### config.mk
export PLATFORM = sky130hd
export DESIGN_NAME = ms_adpcm_block_decoder
export DESIGN_NICKNAME = d
export VERILOG_FILES = /design/src/rtl/msadpcm_pkg.sv /design/src/rtl/msadpcm_nibble.sv /design/src/rtl/msadpcm_ctrl.sv /design/src/rtl/ms_adpcm_block_decoder.sv
export SDC_FILE = /design/constraint.sdc
export NUM_CORES = 2
export LEC_CHECK = 0
export BUFFER_PORTS_ARGS = -buffer_cell sky130_fd_sc_hd__buf_2
export CORE_MARGIN = 4
export CORE_UTILIZATION = 60
export DETAILED_ROUTE_END_ITERATION = 10
export HOLD_SLACK_MARGIN = 0.1
export PLACE_DENSITY = 0.76
export SYNTH_ARGS = -nofsm -noshare
export SYNTH_HDL_FRONTEND = slang
export SYNTH_SLANG_ARGS = --single-unit
### constraint.sdc
create_clock -name clk -period 12.65 [get_ports clk]
set_clock_uncertainty 0.1 [all_clocks]
set_input_delay 1.265 -clock clk [delete_from_list [all_inputs] [get_ports clk]]
set_output_delay 1.265 -clock clk [all_outputs]
set_load 0.01 [all_outputs]
### src/rtl/msadpcm_pkg.sv
// Shared types, constants and coefficient tables of the MS ADPCM block decoder.
`timescale 1ns / 1ps

package msadpcm_pkg;

    localparam int CC_W     = 2;   // channel_count register width
    localparam int SPB_W    = 14;  // samples_per_block register width
    localparam int CFG_IDX_W = 1;
    localparam int CFG_DATA_W = SPB_W;
    localparam int PHASE_W  = 4;
    localparam int SUB_W    = 3;

    localparam logic [CFG_IDX_W-1:0] REG_CHANNEL_COUNT     = 1'd0;
    localparam logic [CFG_IDX_W-1:0] REG_SAMPLES_PER_BLOCK = 1'd1;

    localparam logic [CC_W-1:0]  CC_MONO   = 2'd1;
    localparam logic [CC_W-1:0]  CC_STEREO = 2'd2;
    localparam logic [CC_W-1:0]  CC_RESET  = CC_MONO;
    localparam logic [SPB_W-1:0] SPB_RESET = 14'd500;

    localparam logic [PHASE_W-1:0] LAST_PHASE_MONO   = 4'd6;
    localparam logic [PHASE_W-1:0] LAST_PHASE_STEREO = 4'd13;

    localparam logic [2:0] MAX_PREDICTOR = 3'd6;
    localparam logic signed [15:0] MIN_STEP = 16'sd16;
    localparam logic [3:0] SIGN_BIT_MASK = 4'h8;

    // Header word kinds
    localparam logic [1:0] KIND_STEP  = 2'd0;
    localparam logic [1:0] KIND_PREV  = 2'd1;
    localparam logic [1:0] KIND_OLDER = 2'd2;

    typedef struct packed {
        logic signed [15:0] pcm_sample;
        logic               channel;
        logic               from_header;
        logic               bad_predictor;
        logic               last;
    } result_t;

    function automatic logic signed [10:0] coef_a(input logic [2:0] idx);
        logic signed [10:0] c;
        case (idx)
            3'd0:    c = 11'sd256;
            3'd1:    c = 11'sd512;
            3'd2:    c = 11'sd0;
            3'd3:    c = 11'sd192;
            3'd4:    c = 11'sd240;
            3'd5:    c = 11'sd460;
            3'd6:    c = 11'sd392;
            default: c = 11'sd256;
        endcase
        return c;
    endfunction

    function automatic logic signed [9:0] coef_b(input logic [2:0] idx);
        logic signed [9:0] c;
        case (idx)
            3'd0:    c = 10'sd0;
            3'd1:    c = -10'sd256;
            3'd2:    c = 10'sd0;
            3'd3:    c = 10'sd64;
            3'd4:    c = 10'sd0;
            3'd5:    c = -10'sd208;
            3'd6:    c = -10'sd232;
            default: c = 10'sd0;
        endcase
        return c;
    endfunction

    function automatic logic [9:0] adapt_factor(input logic [3:0] code);
        logic [9:0] f;
        case (code)
            4'd0, 4'd1, 4'd2, 4'd3: f = 10'd230;
            4'd4:                   f = 10'd307;
            4'd5:                   f = 10'd409;
            4'd6:                   f = 10'd512;
            4'd7:                   f = 10'd614;
            4'd8:                   f = 10'd768;
            4'd9:                   f = 10'd614;
            4'd10:                  f = 10'd512;
            4'd11:                  f = 10'd409;
            4'd12:                  f = 10'd307;
            default:                f = 10'd230;
        endcase
        return f;
    endfunction

endpackage

### src/rtl/msadpcm_nibble.sv
// One-nibble ADPCM decode: prediction, clamp and step adaptation.
`timescale 1ns / 1ps

module msadpcm_nibble (
    input  logic [3:0]         code,
    input  logic [2:0]         pred,
    input  logic signed [15:0] step,
    input  logic signed [15:0] s1,
    input  logic signed [15:0] s2,
    output logic signed [15:0] sample,
    output logic signed [15:0] step_new
);
    import msadpcm_pkg::*;

    logic signed [10:0] ca;
    logic signed [9:0]  cb;
    logic signed [27:0] acc;
    logic signed [27:0] acc_adj;
    logic signed [19:0] pred_q;
    logic signed [3:0]  sn;
    logic signed [19:0] dl;
    logic signed [21:0] v;
    logic signed [10:0] af;
    logic signed [26:0] ap;
    logic signed [26:0] ap_adj;
    logic signed [26:0] ap_q;
    logic signed [15:0] w;

    always_comb
    begin
        ca      = coef_a(pred);
        cb      = coef_b(pred);
        acc     = 28'(s1) * 28'(ca) + 28'(s2) * 28'(cb);
        // truncate toward zero
        acc_adj = acc + (acc[27] ? 28'sd255 : 28'sd0);
        pred_q  = 20'(acc_adj >>> 8);
        sn      = $signed(code);
        dl      = 20'(sn) * 20'(step);
        v       = 22'(pred_q) + 22'(dl);
        if (v < -22'sd32768)
            sample = -16'sd32768;
        else if (v > 22'sd32767)
            sample = 16'sd32767;
        else
            sample = 16'(v);

        af      = $signed({1'b0, adapt_factor(code)});
        ap      = 27'(af) * 27'(step);
        ap_adj  = ap + (ap[26] ? 27'sd255 : 27'sd0);
        ap_q    = ap_adj >>> 8;
        w       = ap_q[15:0];
        step_new = (w < MIN_STEP) ? MIN_STEP : w;
    end

endmodule

### src/rtl/msadpcm_ctrl.sv
// Block parser and sequencer: header fields, channel state, one result per step.
`timescale 1ns / 1ps

module msadpcm_ctrl #(
    parameter int MAX_BLOCK_SAMPLES = 8192
) (
    input  logic                                 clk,
    input  logic                                 rst_n,
    input  logic                                 cfg_wr,
    input  logic [msadpcm_pkg::CFG_IDX_W-1:0]    cfg_index,
    input  logic [msadpcm_pkg::CFG_DATA_W-1:0]   cfg_data,
    input  logic                                 hold_valid,
    input  logic [7:0]                           hold_byte,
    input  logic                                 out_free,
    output logic                                 consume,
    output logic                                 emit,
    output msadpcm_pkg::result_t                 result
);
    import msadpcm_pkg::*;

    localparam int CNT_W = $clog2(MAX_BLOCK_SAMPLES);
    localparam int A_W   = $clog2(MAX_BLOCK_SAMPLES + 1);

    logic [CC_W-1:0]    cc_reg;
    logic [SPB_W-1:0]   spb_reg;
    logic [PHASE_W-1:0] phase_reg, phase_next;
    logic [SUB_W-1:0]   sub_reg, sub_next;
    logic [CNT_W-1:0]   left_reg, left_next;
    logic [7:0]         low_reg, low_next;
    logic [2:0]         pred_reg [2];
    logic [2:0]         pred_next [2];
    logic               bad_reg [2];
    logic               bad_next [2];
    logic signed [15:0] step_reg [2];
    logic signed [15:0] step_next [2];
    logic signed [15:0] prev_reg [2];
    logic signed [15:0] prev_next [2];
    logic signed [15:0] old_reg [2];
    logic signed [15:0] old_next [2];

    logic               cc_ok, stereo;
    logic [PHASE_W-1:0] npred, last_phase, q;
    logic [2:0]         pair;
    logic [1:0]         kind;
    logic               wr_ch, ch_sel;
    logic [SUB_W-1:0]   last_sub;
    logic               hdr_prev;
    logic [3:0]         code;
    logic signed [15:0] dec_sample, dec_step;
    logic signed [15:0] word;
    logic [A_W-1:0]     a_lim;
    logic [CNT_W-1:0]   block_bytes;

    msadpcm_nibble u_nibble (
        .code     (code),
        .pred     (pred_reg[ch_sel]),
        .step     (step_reg[ch_sel]),
        .s1       (prev_reg[ch_sel]),
        .s2       (old_reg[ch_sel]),
        .sample   (dec_sample),
        .step_new (dec_step)
    );

    // Data bytes per block for the current configuration
    always_comb
    begin
        if (32'(spb_reg) > 32'(MAX_BLOCK_SAMPLES))
            a_lim = A_W'(MAX_BLOCK_SAMPLES);
        else
            a_lim = A_W'(spb_reg);
        if (a_lim < A_W'(3))
            block_bytes = '0;
        else if (stereo)
            block_bytes = CNT_W'(a_lim - A_W'(2));
        else
            block_bytes = CNT_W'((a_lim - A_W'(1)) >> 1);
    end

    always_comb
    begin
        cc_ok      = (cc_reg == CC_MONO) || (cc_reg == CC_STEREO);
        stereo     = (cc_reg == CC_STEREO);
        npred      = stereo ? PHASE_W'(2) : PHASE_W'(1);
        last_phase = stereo ? LAST_PHASE_STEREO : LAST_PHASE_MONO;
        last_sub   = stereo ? SUB_W'(4) : SUB_W'(2);
        q          = phase_reg - npred;
        pair       = q[3:1];
        kind       = stereo ? pair[2:1] : pair[1:0];
        wr_ch      = stereo ? pair[0] : 1'b0;
        word       = $signed({hold_byte, low_reg});
        hdr_prev   = stereo ? (sub_reg >= SUB_W'(3)) : (sub_reg == SUB_W'(2));
        if (left_reg != '0)
            ch_sel = (sub_reg != '0) && stereo;
        else
            ch_sel = stereo && !sub_reg[0];
        code       = (sub_reg == '0) ? hold_byte[7:4] : hold_byte[3:0];
    end

    always_comb
    begin
        phase_next = phase_reg;
        sub_next   = sub_reg;
        left_next  = left_reg;
        low_next   = low_reg;
        pred_next  = pred_reg;
        bad_next   = bad_reg;
        step_next  = step_reg;
        prev_next  = prev_reg;
        old_next   = old_reg;
        consume    = 1'b0;
        emit       = 1'b0;
        result.pcm_sample    = dec_sample;
        result.channel       = ch_sel;
        result.from_header   = 1'b0;
        result.bad_predictor = bad_reg[ch_sel];
        result.last          = 1'b0;

        if (hold_valid)
        begin
            if (!cc_ok)
            begin
                consume = 1'b1;
            end
            else if (left_reg != '0)
            begin
                if (out_free)
                begin
                    emit = 1'b1;
                    step_next[ch_sel] = dec_step;
                    prev_next[ch_sel] = dec_sample;
                    old_next[ch_sel]  = prev_reg[ch_sel];
                    if (sub_reg == '0)
                    begin
                        sub_next = SUB_W'(1);
                    end
                    else
                    begin
                        result.last = 1'b1;
                        sub_next    = '0;
                        left_next   = left_reg - CNT_W'(1);
                        consume     = 1'b1;
                    end
                end
            end
            else if (sub_reg == '0)
            begin
                if (phase_reg < npred)
                begin
                    // predictor byte: out-of-range index falls back to entry 0
                    pred_next[phase_reg[0]] = (hold_byte > 8'(MAX_PREDICTOR)) ?
                                              3'd0 : hold_byte[2:0];
                    bad_next[phase_reg[0]]  = hold_byte > 8'(MAX_PREDICTOR);
                    phase_next = phase_reg + PHASE_W'(1);
                    consume    = 1'b1;
                end
                else
                begin
                    if (!q[0])
                        low_next = hold_byte;
                    else
                    begin
                        case (kind)
                            KIND_STEP:  step_next[wr_ch] = word;
                            KIND_PREV:  prev_next[wr_ch] = word;
                            KIND_OLDER: old_next[wr_ch]  = word;
                            default:    old_next[wr_ch]  = word;
                        endcase
                    end
                    if (phase_reg < last_phase)
                    begin
                        phase_next = phase_reg + PHASE_W'(1);
                        consume    = 1'b1;
                    end
                    else
                        sub_next = SUB_W'(1);
                end
            end
            else if (out_free)
            begin
                // replay the header history samples, older first
                emit = 1'b1;
                result.from_header = 1'b1;
                result.pcm_sample  = hdr_prev ? prev_reg[ch_sel] : old_reg[ch_sel];
                if (sub_reg == last_sub)
                begin
                    result.last = 1'b1;
                    sub_next    = '0;
                    phase_next  = '0;
                    left_next   = block_bytes;
                    consume     = 1'b1;
                end
                else
                    sub_next = sub_reg + SUB_W'(1);
            end
        end

        if (cfg_wr)
        begin
            case (cfg_index)
                REG_CHANNEL_COUNT, REG_SAMPLES_PER_BLOCK:
                begin
                    phase_next = '0;
                    left_next  = '0;
                    sub_next   = '0;
                end
                default: ;
            endcase
        end
    end

    always_ff @(posedge clk or negedge rst_n)
    begin
        if (!rst_n)
        begin
            cc_reg    <= CC_RESET;
            spb_reg   <= SPB_RESET;
            phase_reg <= '0;
            sub_reg   <= '0;
            left_reg  <= '0;
            low_reg   <= '0;
            for (int i = 0; i < 2; i++)
            begin
                pred_reg[i] <= '0;
                bad_reg[i]  <= 1'b0;
                step_reg[i] <= '0;
                prev_reg[i] <= '0;
                old_reg[i]  <= '0;
            end
        end
        else
        begin
            phase_reg <= phase_next;
            sub_reg   <= sub_next;
            left_reg  <= left_next;
            low_reg   <= low_next;
            pred_reg  <= pred_next;
            bad_reg   <= bad_next;
            step_reg  <= step_next;
            prev_reg  <= prev_next;
            old_reg   <= old_next;
            if (cfg_wr)
            begin
                case (cfg_index)
                    REG_CHANNEL_COUNT:     cc_reg  <= cfg_data[CC_W-1:0];
                    REG_SAMPLES_PER_BLOCK: spb_reg <= cfg_data[SPB_W-1:0];
                    default: ;
                endcase
            end
        end
    end

endmodule

### src/rtl/ms_adpcm_block_decoder.sv
// Top level of the MS ADPCM block decoder: input hold register, sequencer, result register.
`timescale 1ns / 1ps
//
// Usage:
// - Input channel (data_valid / data_stall / data_byte) takes the compressed stream
//   one byte per beat. Output channel (sample_valid / sample_stall) delivers one PCM
//   sample per beat with channel, from_header, bad_predictor and last.
// - Config channel (cfg_valid / cfg_ready, cfg_index, cfg_data) is always ready;
//   index 0 is channel_count, index 1 is samples_per_block. Write only while idle;
//   a write restarts block parsing but keeps the per-channel history.
// - A data byte passes through the input hold register into the nibble decoder and its
//   samples into the output register; header samples follow once the last header byte
//   is held and the parser has moved on to replay. A data byte yields two samples, one
//   per output beat, through one shared nibble decoder; it is consumed with the second.
//   Header bytes before the last are consumed as they arrive; the last header byte
//   stays held while it replays the header samples.
// - A new byte is accepted while the previous result still waits in the output
//   register; data_stall rises only while the held byte has results left to issue.
// - When sample_stall is high and a beat waits, the output register and its beat hold,
//   and the sequencer stops issuing samples until the slot frees.
// - Reset: mono, 500 samples per block, parser waiting for a predictor byte,
//   all channel history and step sizes zero.
//
module ms_adpcm_block_decoder #(
    parameter int MAX_BLOCK_SAMPLES = 8192
) (
    input  logic                                clk,
    input  logic                                rst_n,
    input  logic                                cfg_valid,
    output logic                                cfg_ready,
    input  logic [msadpcm_pkg::CFG_IDX_W-1:0]   cfg_index,
    input  logic [msadpcm_pkg::CFG_DATA_W-1:0]  cfg_data,
    input  logic                                data_valid,
    output logic                                data_stall,
    input  logic [7:0]                          data_byte,
    output logic                                sample_valid,
    input  logic                                sample_stall,
    output logic signed [15:0]                  pcm_sample,
    output logic                                channel,
    output logic                                from_header,
    output logic                                bad_predictor,
    output logic                                last
);
    import msadpcm_pkg::*;

    logic       hold_valid_reg, hold_valid_next;
    logic [7:0] hold_byte_reg;
    logic       out_valid_reg, out_valid_next;
    result_t    out_reg;
    result_t    step_result;
    logic       consume, emit, out_free, accept;

    assign cfg_ready = 1'b1;

    // Free the output slot when it is empty or its beat is taken this cycle
    assign out_free   = !out_valid_reg || !sample_stall;
    assign data_stall = hold_valid_reg && !consume;
    assign accept     = data_valid && !data_stall;

    msadpcm_ctrl #(
        .MAX_BLOCK_SAMPLES (MAX_BLOCK_SAMPLES)
    ) u_ctrl (
        .clk        (clk),
        .rst_n      (rst_n),
        .cfg_wr     (cfg_valid && cfg_ready),
        .cfg_index  (cfg_index),
        .cfg_data   (cfg_data),
        .hold_valid (hold_valid_reg),
        .hold_byte  (hold_byte_reg),
        .out_free   (out_free),
        .consume    (consume),
        .emit       (emit),
        .result     (step_result)
    );

    always_comb
    begin
        // Drop the held byte once finished; load a new one on accept
        if (accept)
            hold_valid_next = 1'b1;
        else if (consume)
            hold_valid_next = 1'b0;
        else
            hold_valid_next = hold_valid_reg;

        if (emit)
            out_valid_next = 1'b1;
        else if (!sample_stall)
            out_valid_next = 1'b0;
        else
            out_valid_next = out_valid_reg;
    end

    always_ff @(posedge clk or negedge rst_n)
    begin
        if (!rst_n)
        begin
            hold_valid_reg <= 1'b0;
            out_valid_reg  <= 1'b0;
        end
        else
        begin
            hold_valid_reg <= hold_valid_next;
            out_valid_reg  <= out_valid_next;
        end
    end

    // Payload registers: advance only on accept / emit
    always_ff @(posedge clk)
    begin
        if (accept)
            hold_byte_reg <= data_byte;
        if (emit)
            out_reg <= step_result;
    end

    assign sample_valid  = out_valid_reg;
    assign pcm_sample    = out_reg.pcm_sample;
    assign channel       = out_reg.channel;
    assign from_header   = out_reg.from_header;
    assign bad_predictor = out_reg.bad_predictor;
    assign last          = out_reg.last;

endmodule
==> flow_summary_export.csv <==
group,metric,value,unit
die,core_area,47000,um2
routing,drc,0,
timing,max_freq,0.0797,GHz
grt,grt.total_usage,0.344,
synth,synth_top_area_frac,0.290,
synth,synthXorXnorAreaFrac,0.0296,
die,die_area,51400,um2
grt,grt.overflow.total,0,
placed_design,dp_cells,4066,
synth,synth_area_per_cell,8.88,um2
layout,nets,4218,
grt,grt_pass1_vias,26300,
synth,ys_async_sr_fraction,0.843,
clocking,cts_made_buffers,17,
setup_path,crit_slowest_cell,"fa_1",
setup_path,crit_family,"adder cells",
setup_path,slowest_delay,0.56,ns
synth,synth_area,28700,um2
die,pin_count,51,
routing,drt_iter0_drc,2161,
synth,syn_inst,3236,
synth,ys_types,87,
synth,synth_fa_ha_area_frac,0.400,
hold_path,min_path_type,"flop to flop",
setup_path,r2r_slack,0.10,ns
clocking,root_buffer,"clkbuf_16",
status,status,"finished, final reports clean",
die,rows,79,
placed_design,io_buffers,49,
clocking,insertion_delay,0.44,ns
setup_path,rr_startpoint,"u_ctrl.left_reg[1]$_DFFE_PN0P_",
clocking,clockBufferDepth,2,
layout,ff_latch_area,4600,um2
clocking,cts.sink_count,178,
grt,grt_max_degree,80,
timing,min_period_over_period,0.992,
synth,yosysTopAreaCell,"fa_1",
synth,yosysWarningCount,0,
job,maxCapViolations,0,
die,chipWidth,227,um
layout,layout-drive-gt1-share,0.204,
routing,postRouteWirelength,88900,um
layout,syn2layout_area_growth,17.4,%
synth,synth_seq_cells,178,
timing,finalCriticalPeriod,12.55,ns
synth,synth_top_family_by_area,"adder cells",
placed_design,dp_hpwl,71400,um
clocking,h-tree-depth,4,
die,die_h,227,um
synth,synth_mux_area_frac,0.0482,
layout,fin_area,33700,um2
synth,synth_area_leaders,"fa_1, dfrtp_1, ha_1, inv_1, nor2_1",
routing,vias,25100,
routing,ant_nets,0,
synth,synth-main-ff-cell,"dfrtp_1",
synth,seq_area_frac_synth,0.160,
setup_path,r2r_cells,54,
setup_path,required,12.79,ns
layout,nFillCells,3523,
timing,rsz0062_at_grt,"yes",
layout,final_cell_count_no_fill,4142,
placed_design,place_area,31500,um2
clocking,path_clk_slew,0.07,ns
routing,routed_via_density,6.06,
setup_path,path_buf_inv,14,
setup_path,path_max_fanout,8,
timing,slew_headroom,0.155,
setup_path,endpoint_kind,"flop",
timing,maxSlewViolCount,0,
synth,synth-compound-area-share,0.133,
setup_path,r2r-end,"pcm_sample[5]$_DFFE_PP_",
timing,worst_slew_pin_slew,1.26,ns
routing,wl_per_cell,21.5,um
placed_design,place.gp.congestion,1.02,
layout,multi_input_area,22800,um2
grt,grt_first_pass_wirelength,139000,um
routing,dr.pass1.iters,5,
die,start_util,0.612,
setup_path,worstSetupPathType,"flop to flop",
setup_path,crit_arrival,12.68,ns
hold_path,hold_path_end,"u_ctrl.bad_reg[0]$_DFFE_PN0P_",
synth,synth_edf_count,28,
hold_path,holdPathStages,2,
grt,antenna_found_initial,1,
synth,synth-simple-area-share,0.142,
setup_path,start_kind,"flop",
synth,synth_nets,3933,
setup_path,crit_top_cell,"fa_1",
clocking,postCtsHoldBufs,0,
timing,setup_viol,0,
hold_path,min-delay-start,"u_ctrl.bad_reg[0]$_DFFE_PN0P_",
clocking,cts_tree,"built",
timing,finalHoldViolCount,0,
-- worst max-delay path by stage --
stage | from | end | slack [ns] | cells past startpoint
after floorplan | u_ctrl.left_reg[0]$_DFFE_PN0P_ | pcm_sample[10]$_DFFE_PP_ | 0.003 | 53
after global placement | u_ctrl.left_reg[0]$_DFFE_PN0P_ | u_ctrl.prev_reg[29]$_DFFE_PN0P_ | -0.15 | 50
after detailed placement | u_ctrl.left_reg[0]$_DFFE_PN0P_ | pcm_sample[5]$_DFFE_PP_ | -0.40 | 49
after CTS | u_ctrl.left_reg[0]$_DFFE_PN0P_ | pcm_sample[9]$_DFFE_PP_ | 0.002 | 50
after global routing | u_ctrl.left_reg[1]$_DFFE_PN0P_ | u_ctrl.prev_reg[21]$_DFFE_PN0P_ | -0.24 | 57
final | u_ctrl.left_reg[1]$_DFFE_PN0P_ | pcm_sample[5]$_DFFE_PP_ | 0.10 | 54
-- worst reg2reg max path, delay by kind of cell, from the launching register on --
kind                       cells  cell delay, ns
muxes                          2            0.57
and+or+nand+nor               15            2.38
AOI/OAI and AO/OA              9            1.88
DFF                            1            0.38
buffers and inverters         14            1.47
adders and majority gates     13            5.32
xor gates and xnor gates       1            0.24
-- kinds of logic (layout without fill, tap and decap cells) --
kind of cell	Yosys count	after routing
other	1	2
and+or+nand+nor	914	915
buffers and inverters	655	952
muxes	127	127
adders and majority gates	669	669
DFF	178	178
xor gates and xnor gates	97	97
AOI/OAI and AO/OA	595	595
-- layout make-up --
| type | count | share of cell area |
|---|---|---|
| sequential | 178 | 0.137 |
| tap | 607 | 0.0225 |
| timing repair buffer | 389 | 0.0884 |
| inverter | 531 | 0.0591 |
| clock inverter | 14 | 0.00497 |
| clock buffer | 18 | 0.0127 |
| antenna | 1 | 0.0000742 |
| multi-input combinational | 2404 | 0.676 |
-- synthesized netlist by cell type (all sizes together) (15+ instances only) --
master	number
inv	531
fa	416
nor2	361
nand2	304
ha	253
a21oi	163
dfrtp	143
o21ai	135
clkbuf	101
mux2	67
xnor2	66
mux2i	60
o21a	39
nand3	36
o211ai	35
a31oi	31
nor3	31
xor2	31
a21o	30
edfxtp	28
nand2b	28
and2	27
and3	25
o22ai	24
buf	23
a22oi	21
a211oi	16
nor2b	16
or2	15
or3	15
-- repair_timing --
| action | 4_1_cts | 5_1_grt |
|---|---|---|
| gates resized for setup | 42 | 257 |
| gates cloned | 1 | 3 |
| buffers inserted | 10 | 35 |
| endpoints found under the setup margin | 45 | 75 |
| pin swaps | 11 | 102 |
-- cell usage in the layout, fill, tap and decap left out, types with 29 or more instances in the layout --
master / Yosys / routed
o211ai_1: 35 / 35
fa_1: 416 / 407
a31oi_1: 31 / 29
nor2_1: 361 / 332
o21ai_0: 132 / 98
mux2_2: 66 / 64
dfrtp_1: 143 / 143
a21oi_1: 163 / 142
buf_4: 1 / 312
mux2i_1: 58 / 51
buf_2: 5 / 48
o21a_1: 39 / 36
xnor2_1: 66 / 51
inv_1: 529 / 518
a21o_1: 30 / 30
nand2_1: 301 / 289
ha_1: 253 / 235
-- through the flow --
stage,TNS (ns),util,hold WS [ns],setup slack [ns]
6_report,0,0.718,0.384,0.104
5_1_grt,-9.00,0.718,0.410,-0.238
2_1_floorplan,0,-,0.344,0.00326
4_1_cts,0,0.691,0.385,0.00154
3_3_place_gp,-3.24,0.672,0.356,-0.154
3_5_place_dp,-13.80,0.672,0.368,-0.398
-- metal layers --
metal / vias to the layer above / global-route usage / wire length [um]
met5: - / 0 / 0
met4: 0 / 0.164 / 5350
met3: 295 / 0.0352 / 5990
met2: 1188 / 0.589 / 43600
met1: 12400 / 0.441 / 34000
li1: 11200 / - / -
Power is left out: the tool's default activity adds up to more than one toggle a clock period on the data nets, which glitch-free logic cannot reach.
